## config.mk

```make
export PLATFORM = sky130hd
export DESIGN_NAME = cosine_taylor_series_core
export DESIGN_NICKNAME = d
export VERILOG_FILES = /design/src/design/cts_pkg.sv /design/src/design/cosine_taylor_series_core.sv
export SDC_FILE = /design/constraint.sdc
export NUM_CORES = 2
export LEC_CHECK = 0
export BUFFER_PORTS_ARGS = -buffer_cell sky130_fd_sc_hd__clkbuf_2
export CAP_MARGIN = 20
export CORE_ASPECT_RATIO = 1.75
export CORE_MARGIN = 3
export CORE_UTILIZATION = 40
export DETAILED_ROUTE_END_ITERATION = 10
export GPL_TIMING_DRIVEN = 0
export HOLD_SLACK_MARGIN = 0.06
export PLACE_DENSITY = 0.64
export SYNTH_ARGS = -nofsm -noshare
export SYNTH_HDL_FRONTEND = slang
export SYNTH_SLANG_ARGS = --single-unit
```

## constraint.sdc

```tcl
create_clock -name clk -period 13.2 [get_ports clk]
set_clock_uncertainty 0.15 [all_clocks]
set_input_delay 0.66 -clock clk [delete_from_list [all_inputs] [get_ports clk]]
set_output_delay 0.66 -clock clk [all_outputs]
set_load 0.05 [all_outputs]
```

## src/design/cts_pkg.sv

```systemverilog
// cts_pkg.sv
// Formats, constant tables and microcode program of the cosine core.
// No dependencies.
package cts_pkg;

	localparam int MAX_TERMS       = 16;
	localparam int ANGLE_FRAC_BITS = 24;
	localparam int Q_FRAC          = 40;

	localparam int ANGLE_W = 32;
	localparam int COS_W   = 32;
	localparam int CFG_W   = 5;

	// |x| <= 2^(X_W-1); quotient by 2*pi stays below 2^RED_STEPS
	localparam int X_W       = ANGLE_W + Q_FRAC - ANGLE_FRAC_BITS;
	localparam int RED_STEPS = X_W - 43;

	// |r| < 2^43, r^2 < 2^46, |t*r^2| < 2^52, |t| < 2^47, |sum| < 2^50
	localparam int R2_W   = 46;
	localparam int NUM_W  = 52;
	localparam int TERM_W = 48;
	localparam int SUM_W  = 52;
	localparam int MUL_W  = 32;
	localparam int OPD_W  = 2 * MUL_W;
	localparam int ACC_W  = 2 * OPD_W;
	localparam int RND_SH = Q_FRAC - (COS_W - 2);
	localparam int TBL_IW = 5;

	localparam int CNT_W = ($clog2(MAX_TERMS + 1) > $clog2(RED_STEPS)) ?
		$clog2(MAX_TERMS + 1) : $clog2(RED_STEPS);

	localparam logic [42:0]          TWO_PI_Q40  = 43'h6487ED5110B;
	localparam logic [SUM_W-1:0]     ONE_Q40     = SUM_W'(1) << Q_FRAC;
	localparam logic [CFG_W-1:0]     TERMS_RESET = CFG_W'(16);
	localparam logic [OPD_W-1:0]     Q64_ONES    = '1;

	// ceil(2^64 / (2k(2k-1))): exact floor division for dividends below 2^52
	localparam logic [OPD_W-1:0] RECIP_TBL [32] = '{
		64'd0,
		Q64_ONES / 64'd2    + 64'd1, Q64_ONES / 64'd12   + 64'd1,
		Q64_ONES / 64'd30   + 64'd1, Q64_ONES / 64'd56   + 64'd1,
		Q64_ONES / 64'd90   + 64'd1, Q64_ONES / 64'd132  + 64'd1,
		Q64_ONES / 64'd182  + 64'd1, Q64_ONES / 64'd240  + 64'd1,
		Q64_ONES / 64'd306  + 64'd1, Q64_ONES / 64'd380  + 64'd1,
		Q64_ONES / 64'd462  + 64'd1, Q64_ONES / 64'd552  + 64'd1,
		Q64_ONES / 64'd650  + 64'd1, Q64_ONES / 64'd756  + 64'd1,
		Q64_ONES / 64'd870  + 64'd1, Q64_ONES / 64'd992  + 64'd1,
		Q64_ONES / 64'd1122 + 64'd1, Q64_ONES / 64'd1260 + 64'd1,
		Q64_ONES / 64'd1406 + 64'd1, Q64_ONES / 64'd1560 + 64'd1,
		Q64_ONES / 64'd1722 + 64'd1, Q64_ONES / 64'd1892 + 64'd1,
		Q64_ONES / 64'd2070 + 64'd1, Q64_ONES / 64'd2256 + 64'd1,
		Q64_ONES / 64'd2450 + 64'd1, Q64_ONES / 64'd2652 + 64'd1,
		Q64_ONES / 64'd2862 + 64'd1, Q64_ONES / 64'd3080 + 64'd1,
		Q64_ONES / 64'd3306 + 64'd1, Q64_ONES / 64'd3540 + 64'd1,
		Q64_ONES / 64'd3782 + 64'd1
	};

	// half divisor k(2k-1), added for round to nearest
	localparam logic [11:0] HALF_D_TBL [32] = '{
		12'd0,    12'd1,    12'd6,    12'd15,   12'd28,   12'd45,   12'd66,   12'd91,
		12'd120,  12'd153,  12'd190,  12'd231,  12'd276,  12'd325,  12'd378,  12'd435,
		12'd496,  12'd561,  12'd630,  12'd703,  12'd780,  12'd861,  12'd946,  12'd1035,
		12'd1128, 12'd1225, 12'd1326, 12'd1431, 12'd1540, 12'd1653, 12'd1770, 12'd1891
	};

	typedef logic [2:0] op_t;
	typedef logic [2:0] jmp_t;
	typedef logic [1:0] sel_t;
	typedef logic [4:0] pc_t;

	localparam op_t OP_NOP  = 3'd0;
	localparam op_t OP_LOAD = 3'd1;
	localparam op_t OP_RED  = 3'd2;
	localparam op_t OP_R2   = 3'd3;
	localparam op_t OP_NUM  = 3'd4;
	localparam op_t OP_TERM = 3'd5;
	localparam op_t OP_FIN  = 3'd6;

	localparam jmp_t J_NEXT     = 3'd0;
	localparam jmp_t J_WAIT_IN  = 3'd1;
	localparam jmp_t J_RED      = 3'd2;
	localparam jmp_t J_ONE_TERM = 3'd3;
	localparam jmp_t J_LOOP     = 3'd4;
	localparam jmp_t J_WAIT_OUT = 3'd5;

	localparam sel_t A_REM  = 2'd0;
	localparam sel_t A_TERM = 2'd1;
	localparam sel_t A_NUM  = 2'd2;

	localparam sel_t B_REM   = 2'd0;
	localparam sel_t B_R2    = 2'd1;
	localparam sel_t B_RECIP = 2'd2;

	localparam pc_t PC_IDLE     = 5'd0;
	localparam pc_t PC_RED      = 5'd1;
	localparam pc_t PC_RSQ      = 5'd2;
	localparam pc_t PC_RSQ_END  = 5'd6;
	localparam pc_t PC_R2       = 5'd7;
	localparam pc_t PC_LOOP     = 5'd8;
	localparam pc_t PC_LOOP_END = 5'd12;
	localparam pc_t PC_NUM      = 5'd13;
	localparam pc_t PC_DIV      = 5'd14;
	localparam pc_t PC_DIV_END  = 5'd18;
	localparam pc_t PC_TERM     = 5'd19;
	localparam pc_t PC_FIN      = 5'd20;

	typedef struct packed {
		op_t  op;
		logic mul_en;
		sel_t a_sel;
		sel_t b_sel;
		logic a_hi;
		logic b_hi;
		logic acc_en;
		logic acc_clr;
		logic acc_half;
		jmp_t jmp;
		pc_t  target;
	} ctrl_t;

	function automatic logic [OPD_W-1:0] recip_of(input logic [TBL_IW-1:0] k);
		return RECIP_TBL[k];
	endfunction

	function automatic logic [11:0] half_d_of(input logic [TBL_IW-1:0] k);
		return HALF_D_TBL[k];
	endfunction

	// 64x64 product as four 32x32 partial products, registered, then accumulated
	function automatic ctrl_t mac_word(input logic [2:0] s, input sel_t a, input sel_t b,
			input logic half);
		ctrl_t c;
		c          = '0;
		c.op       = OP_NOP;
		c.jmp      = J_NEXT;
		c.target   = PC_IDLE;
		c.mul_en   = (s < 3'd4);
		c.a_sel    = a;
		c.b_sel    = b;
		c.a_hi     = s[1];
		c.b_hi     = s[0];
		c.acc_en   = (s != 3'd0);
		c.acc_clr  = (s == 3'd1);
		c.acc_half = half;
		return c;
	endfunction

	function automatic ctrl_t ucode(input pc_t pc);
		ctrl_t c;
		c        = '0;
		c.op     = OP_NOP;
		c.jmp    = J_NEXT;
		c.target = PC_IDLE;
		unique case (pc) inside
			PC_IDLE: begin
				c.op  = OP_LOAD;
				c.jmp = J_WAIT_IN;
			end
			PC_RED: begin
				c.op  = OP_RED;
				c.jmp = J_RED;
			end
			[PC_RSQ:PC_RSQ_END]:   c = mac_word(3'(pc - PC_RSQ), A_REM, B_REM, 1'b1);
			PC_R2: begin
				c.op     = OP_R2;
				c.jmp    = J_ONE_TERM;
				c.target = PC_FIN;
			end
			[PC_LOOP:PC_LOOP_END]: c = mac_word(3'(pc - PC_LOOP), A_TERM, B_R2, 1'b1);
			PC_NUM:                c.op = OP_NUM;
			[PC_DIV:PC_DIV_END]:   c = mac_word(3'(pc - PC_DIV), A_NUM, B_RECIP, 1'b0);
			PC_TERM: begin
				c.op     = OP_TERM;
				c.jmp    = J_LOOP;
				c.target = PC_LOOP;
			end
			PC_FIN: begin
				c.op     = OP_FIN;
				c.jmp    = J_WAIT_OUT;
				c.target = PC_IDLE;
			end
			default: begin
				c.jmp    = J_WAIT_OUT;
				c.target = PC_IDLE;
			end
		endcase
		return c;
	endfunction

endpackage

```

## src/design/cosine_taylor_series_core.sv

```systemverilog
// cosine_taylor_series_core.sv
// Fixed-point cosine: range reduction by 2*pi, then a Taylor series run by microcode.
// Depends on cts_pkg.
//
// Input channel in_valid/in_ready carries angle, signed Q8.24 radians; output channel
// out_valid/out_ready carries cosine, signed Q2.30, one result per input transaction.
// Configuration channel cfg_valid/cfg_ready writes terms_used (0 acts as 1, values
// above 16 act as 16); cfg_ready is always high, write only while the core is idle.
// One item is in flight at a time; the next is taken the cycle after its result is
// loaded. The term loop sets the latency: each term needs two products, t*r^2 and
// the reciprocal multiply that divides by (2k)(2k-1), both on the one shared 32x32
// multiplier. Range reduction is 5 restoring steps.
// A finished result waits in the output register; an input is still accepted then,
// and the core only holds in its last step while the register is full and stalled.
// Reset (arst_n low) clears the sequencer and output valid, and sets terms_used to 16.
module cosine_taylor_series_core (
	input  logic                               clk,
	input  logic                               arst_n,
	input  logic                               in_valid,
	output logic                               in_ready,
	input  logic signed [cts_pkg::ANGLE_W-1:0] angle,
	output logic                               out_valid,
	input  logic                               out_ready,
	output logic signed [cts_pkg::COS_W-1:0]   cosine,
	input  logic                               cfg_valid,
	output logic                               cfg_ready,
	input  logic        [cts_pkg::CFG_W-1:0]   terms_used
);
	import cts_pkg::*;

	pc_t                    pc_q, pc_next;
	ctrl_t                  cw;
	logic [CFG_W-1:0]       terms_q;
	logic [CNT_W-1:0]       n_q, k_q, n_load;
	logic [X_W-1:0]         rem_q, x_mag, red_div;
	logic [ANGLE_W-1:0]     ang_mag;
	logic [R2_W-1:0]        r2_q;
	logic [TERM_W-1:0]      term_mag_q, quo;
	logic                   term_neg_q;
	logic [NUM_W-1:0]       num_q;
	logic signed [SUM_W-1:0] sum_q, term_add;
	logic [OPD_W-1:0]       opa, opb, pp_q;
	logic [MUL_W-1:0]       a_part, b_part;
	logic [1:0]             pw_q;
	logic [ACC_W-1:0]       acc_q, acc_base, acc_add;
	logic                   out_valid_q, out_free, in_fire, fin_fire;
	logic signed [COS_W-1:0] cosine_q, cos_next;
	logic [SUM_W-1:0]       sum_mag, sum_rnd;
	logic [SUM_W-RND_SH-1:0] m;

	assign cw        = ucode(pc_q);
	assign in_ready  = (pc_q == PC_IDLE);
	assign in_fire   = in_valid && in_ready;
	assign out_free  = !out_valid_q || out_ready;
	assign fin_fire  = (cw.op == OP_FIN) && out_free;
	assign cfg_ready = 1'b1;
	assign out_valid = out_valid_q;
	assign cosine    = cosine_q;

	// sequencer
	always_comb begin
		pc_next = pc_q + 1'b1;
		unique case (cw.jmp)
			J_NEXT:     pc_next = pc_q + 1'b1;
			J_WAIT_IN:  pc_next = in_fire ? pc_q + 1'b1 : pc_q;
			J_RED:      pc_next = (k_q == '0) ? pc_q + 1'b1 : pc_q;
			J_ONE_TERM: pc_next = (n_q == CNT_W'(1)) ? cw.target : pc_q + 1'b1;
			J_LOOP:     pc_next = ((k_q + 1'b1) < n_q) ? cw.target : pc_q + 1'b1;
			J_WAIT_OUT: pc_next = out_free ? cw.target : pc_q;
			default:    pc_next = PC_IDLE;
		endcase
	end

	always_ff @(posedge clk or negedge arst_n) begin
		if (!arst_n) begin
			pc_q    <= PC_IDLE;
			terms_q <= TERMS_RESET;
		end else begin
			pc_q <= pc_next;
			if (cfg_valid)
				terms_q <= terms_used;
		end
	end

	// input conversion
	assign ang_mag = angle[ANGLE_W-1] ? ANGLE_W'(-angle) : ANGLE_W'(angle);
	assign x_mag   = X_W'(ang_mag) << (Q_FRAC - ANGLE_FRAC_BITS);

	always_comb begin
		if (terms_q == '0)
			n_load = CNT_W'(1);
		else if ({1'b0, terms_q} > (CFG_W + 1)'(MAX_TERMS))
			n_load = CNT_W'(MAX_TERMS);
		else
			n_load = CNT_W'(terms_q);
	end

	assign red_div = X_W'(TWO_PI_Q40) << k_q;

	// shared multiplier operands
	always_comb begin
		case (cw.a_sel)
			A_REM:   opa = OPD_W'(rem_q);
			A_TERM:  opa = OPD_W'(term_mag_q);
			A_NUM:   opa = OPD_W'(num_q);
			default: opa = '0;
		endcase
		case (cw.b_sel)
			B_REM:   opb = OPD_W'(rem_q);
			B_R2:    opb = OPD_W'(r2_q);
			B_RECIP: opb = recip_of(TBL_IW'(k_q));
			default: opb = '0;
		endcase
	end

	assign a_part   = cw.a_hi ? opa[OPD_W-1:MUL_W] : opa[MUL_W-1:0];
	assign b_part   = cw.b_hi ? opb[OPD_W-1:MUL_W] : opb[MUL_W-1:0];
	assign acc_base = cw.acc_half ? (ACC_W'(1) << (Q_FRAC - 1)) : '0;
	assign acc_add  = ACC_W'(pp_q) << (pw_q * MUL_W);

	assign quo      = acc_q[OPD_W +: TERM_W];
	assign term_add = term_neg_q ? SUM_W'(quo) : -SUM_W'(quo);

	always_ff @(posedge clk) begin
		if (cw.mul_en) begin
			pp_q <= a_part * b_part;
			pw_q <= {1'b0, cw.a_hi} + {1'b0, cw.b_hi};
		end
		if (cw.acc_en)
			acc_q <= (cw.acc_clr ? acc_base : acc_q) + acc_add;
	end

	// datapath registers
	always_ff @(posedge clk or negedge arst_n) begin
		if (!arst_n) begin
			k_q        <= '0;
			n_q        <= CNT_W'(1);
			term_neg_q <= 1'b0;
		end else begin
			case (cw.op)
				OP_LOAD: begin
					if (in_fire) begin
						rem_q      <= x_mag;
						k_q        <= CNT_W'(RED_STEPS - 1);
						n_q        <= n_load;
						sum_q      <= ONE_Q40;
						term_mag_q <= TERM_W'(ONE_Q40);
						term_neg_q <= 1'b0;
					end
				end
				OP_RED: begin
					if (rem_q >= red_div)
						rem_q <= rem_q - red_div;
					k_q <= k_q - 1'b1;
				end
				OP_R2: begin
					r2_q <= acc_q[Q_FRAC +: R2_W];
					k_q  <= CNT_W'(1);
				end
				OP_NUM: num_q <= acc_q[Q_FRAC +: NUM_W] + NUM_W'(half_d_of(TBL_IW'(k_q)));
				OP_TERM: begin
					term_mag_q <= quo;
					term_neg_q <= ~term_neg_q;
					sum_q      <= sum_q + term_add;
					k_q        <= k_q + 1'b1;
				end
				default: ;
			endcase
		end
	end

	// Q.40 sum to Q2.30, round half away from zero, saturate
	assign sum_mag = sum_q[SUM_W-1] ? SUM_W'(-sum_q) : SUM_W'(sum_q);
	assign sum_rnd = sum_mag + (SUM_W'(1) << (RND_SH - 1));
	assign m       = sum_rnd[SUM_W-1:RND_SH];

	always_comb begin
		if (sum_q[SUM_W-1]) begin
			if (m > (SUM_W - RND_SH)'(1) << (COS_W - 1))
				cos_next = {1'b1, {(COS_W-1){1'b0}}};
			else
				cos_next = COS_W'(-m);
		end else begin
			if (m > {(COS_W-1){1'b1}})
				cos_next = {1'b0, {(COS_W-1){1'b1}}};
			else
				cos_next = COS_W'(m);
		end
	end

	always_ff @(posedge clk or negedge arst_n) begin
		if (!arst_n)
			out_valid_q <= 1'b0;
		else if (fin_fire)
			out_valid_q <= 1'b1;
		else if (out_ready)
			out_valid_q <= 1'b0;
	end

	always_ff @(posedge clk) begin
		if (fin_fire)
			cosine_q <= cos_next;
	end

endmodule

```

==> metrics.cfg <==
[outcome]
outcome = finished, violations left
violations = DRC

[global_routing]
grt.total_usage = 0.407
grt_pass1_wl_um = 550000
antenna_found_initial = 32
grt_pass1_vias = 71700
gr-total-overflow = 0
grt_max_degree = 67

[setup_path]
r2r_end = pp_q[63]
slowest_delay_ps = 650
required_ps = 13500
cp-start-kind = flop
critical-path-slowest-cell = fa_1
timing.rr.start = k_q[1]
cp_common_cell = fa_1
startpoint = k_q[1]
reg2reg_depth = 38
worstSetupEndpoint = pp_q[63]
critPathKind = reg -> reg
cp.arrival_ps = 13490
r2r_slack_ps = 20
critPathCaptureType = flop
path_max_fanout = 16

[sta]
slew_viol_final = 0
setup_viol = 0
timing.final.crit_share = 0.999
hold_viol_final = 0
relSlewSlack = 0.130
hold_ws_ps = 98.0
worstMarginPinSlew_ps = 1300
min_period_ps = 13180
setup_ws_ps = 17.6
fmax_ghz = 0.0759

[yosys]
async_flop_share = 0.0460
ys_warn_count = 0
ys.flop_type = edfxtp_1
synth.area.top_cells = fa_1 (24%), edfxtp_1 (18%), ha_1 (8.7%)
synth_edf_count = 456
synth_most_common_cell = inv_1
synth_top_area_frac = 0.240
yosysSeqAreaShare = 0.190
netlist_top_cells_count = inv_1 (1145), nor2_1 (1008), nand2_1 (968)
synthesis.area_um2 = 75000
synth_top_area_cell = fa_1
ys_seq_elements = 478
syn_area_per_cell_um2 = 8.50
synthCells = 8824
synth_cell_types = 106
syn-num-nets = 10300

[clocking]
clkTransAtPathRegs_ps = 90
cts_root_buf = clkbuf_16
cts_tree = done
clock_path_buffers = 3
cts_buffers = 56
clock_sinks = 478
worstSkewPairLatency_ps = 750
htreeDepth = 2

[detailed_routing]
vias = 70600
post_drt_wl_per_cell_um = 34.3
drt_iter0_drc = 7042
viasPerCell = 6.11
drc = 1
dr.pass1.iters = 11
wl_um = 396000
antenna_left = 0

[layout]
drive_above_1_share = 0.0720
fin_area_um2 = 82600
area_delta_synth_final_pct = 10.1
fin_util = 0.444
layout.nets = 10500

[flow_run]
cap_violations = 0

[place]
io_buffers = 75
dpl.hpwl_um = 330000
gp_congestion = 1.07
dpl_worst_slack_ps = -3390
placed_area_um2 = 79800

[floorplan]
die_x_um = 333
ios = 77
start_util = 0.404
core_um2 = 186000
fp-row-count = 209
die_h_um = 579
die_area_um2 = 193000

[min_path]
hp-class = in -> reg

[layer usage]
metal	vias up	GRT usage	share of wire
met4	16	0.426	0.13
met1	35300	0.420	0.33
met5	-	0.000495	0.00026
met3	1570	0.0758	0.069
met2	3797	0.677	0.47
li1	29900	-	-
[logic make-up (layout without fill, tap and decap cells)]
kind of cell	Yosys count	in the layout	share of synthesized area
compound gates	1765	1765	0.154
xor+xnor	441	441	0.0515
fa+ha+maj	1419	1419	0.327
buf+inv	1653	1924	0.0833
flops	478	478	0.190
mux	102	102	0.0140
other cells	1	27	0.0000500
simple gates	2965	2965	0.181
[registers in the layout, indices dropped and copies added, names as in the netlist, 32 cells and up]
register and flops:
sum_q 52, term_mag_q 48, cosine 32, r2_q 46, rem_q 48, acc_q 112
num_q 52, pp_q 64
[cell type report]
cell class,count,area (um^2)
inverters,1154,4340
clock inverters,40,380
well taps,2426,3040
clock buffers,63,1430
fillers,18700,103000
diodes,26,65.1
flip-flops and latches,478,14200
repair buffers,179,1850
multi-input cells,6693,55100
plain buffers,488,2130
[through the flow]
stage	setup TNS [ps]	instances
after floorplan	0	8824
after global placement	-927700	11300
after detailed placement	-92440	11400
after CTS	0	11500
after global routing	-1.61	11500
final	0	11500
[placed cells by master, fill, tap and decap left out, drive strengths merged, types with 56 or more instances in the layout]
| cell | n |
|---|---|
| inv | 1154 |
| nor2 | 1009 |
| nand2 | 969 |
| fa | 900 |
| clkbuf | 554 |
| ha | 519 |
| a21oi | 479 |
| edfxtp | 456 |
| o21ai | 400 |
| xnor2 | 273 |
| a21o | 184 |
| xor2 | 168 |
| buf | 163 |
| nor2b | 162 |
| nand3 | 133 |
| and2 | 126 |
| nor3 | 114 |
| nand2b | 105 |
| a31oi | 92 |
| nand4 | 90 |
| mux2i | 86 |
| o21bai | 70 |
| and3 | 69 |
| o21a | 56 |
[worst max-delay path, delay by kind of cell (launching register included)]
family	cells	cell delay [ps]
XOR/XNOR	1	90
AO/OA/AOI/OAI	12	3430
buffers and inverters	8	1850
flip-flops	1	600
AND/OR/NAND/NOR	6	1430
adder cells (fa/ha/maj)	11	5380
[how the worst min path moves through the flow]
stage,slack [ps],from,depth (start not counted),to
final,100,cfg_valid,2,terms_q[0]
after global routing,120,cfg_valid,2,terms_q[1]
after CTS,80,cfg_valid,2,terms_q[1]
after detailed placement,290,acc_q[76],0,r2_q[36]
after global placement,290,acc_q[66],0,r2_q[26]
after floorplan,210,arst_n,0,k_q[0]
[what timing repair did]
action,in CTS,in global routing
setup buffers,7,6
setup endpoints to repair,46,23
pin swaps,3,4
gates resized for setup,232,87
hold buffers,6,0
hold endpoints to repair,12,0
Power is left out: the tool's default activity adds up to more than one toggle a clock period on the data nets, which glitch-free logic cannot reach.
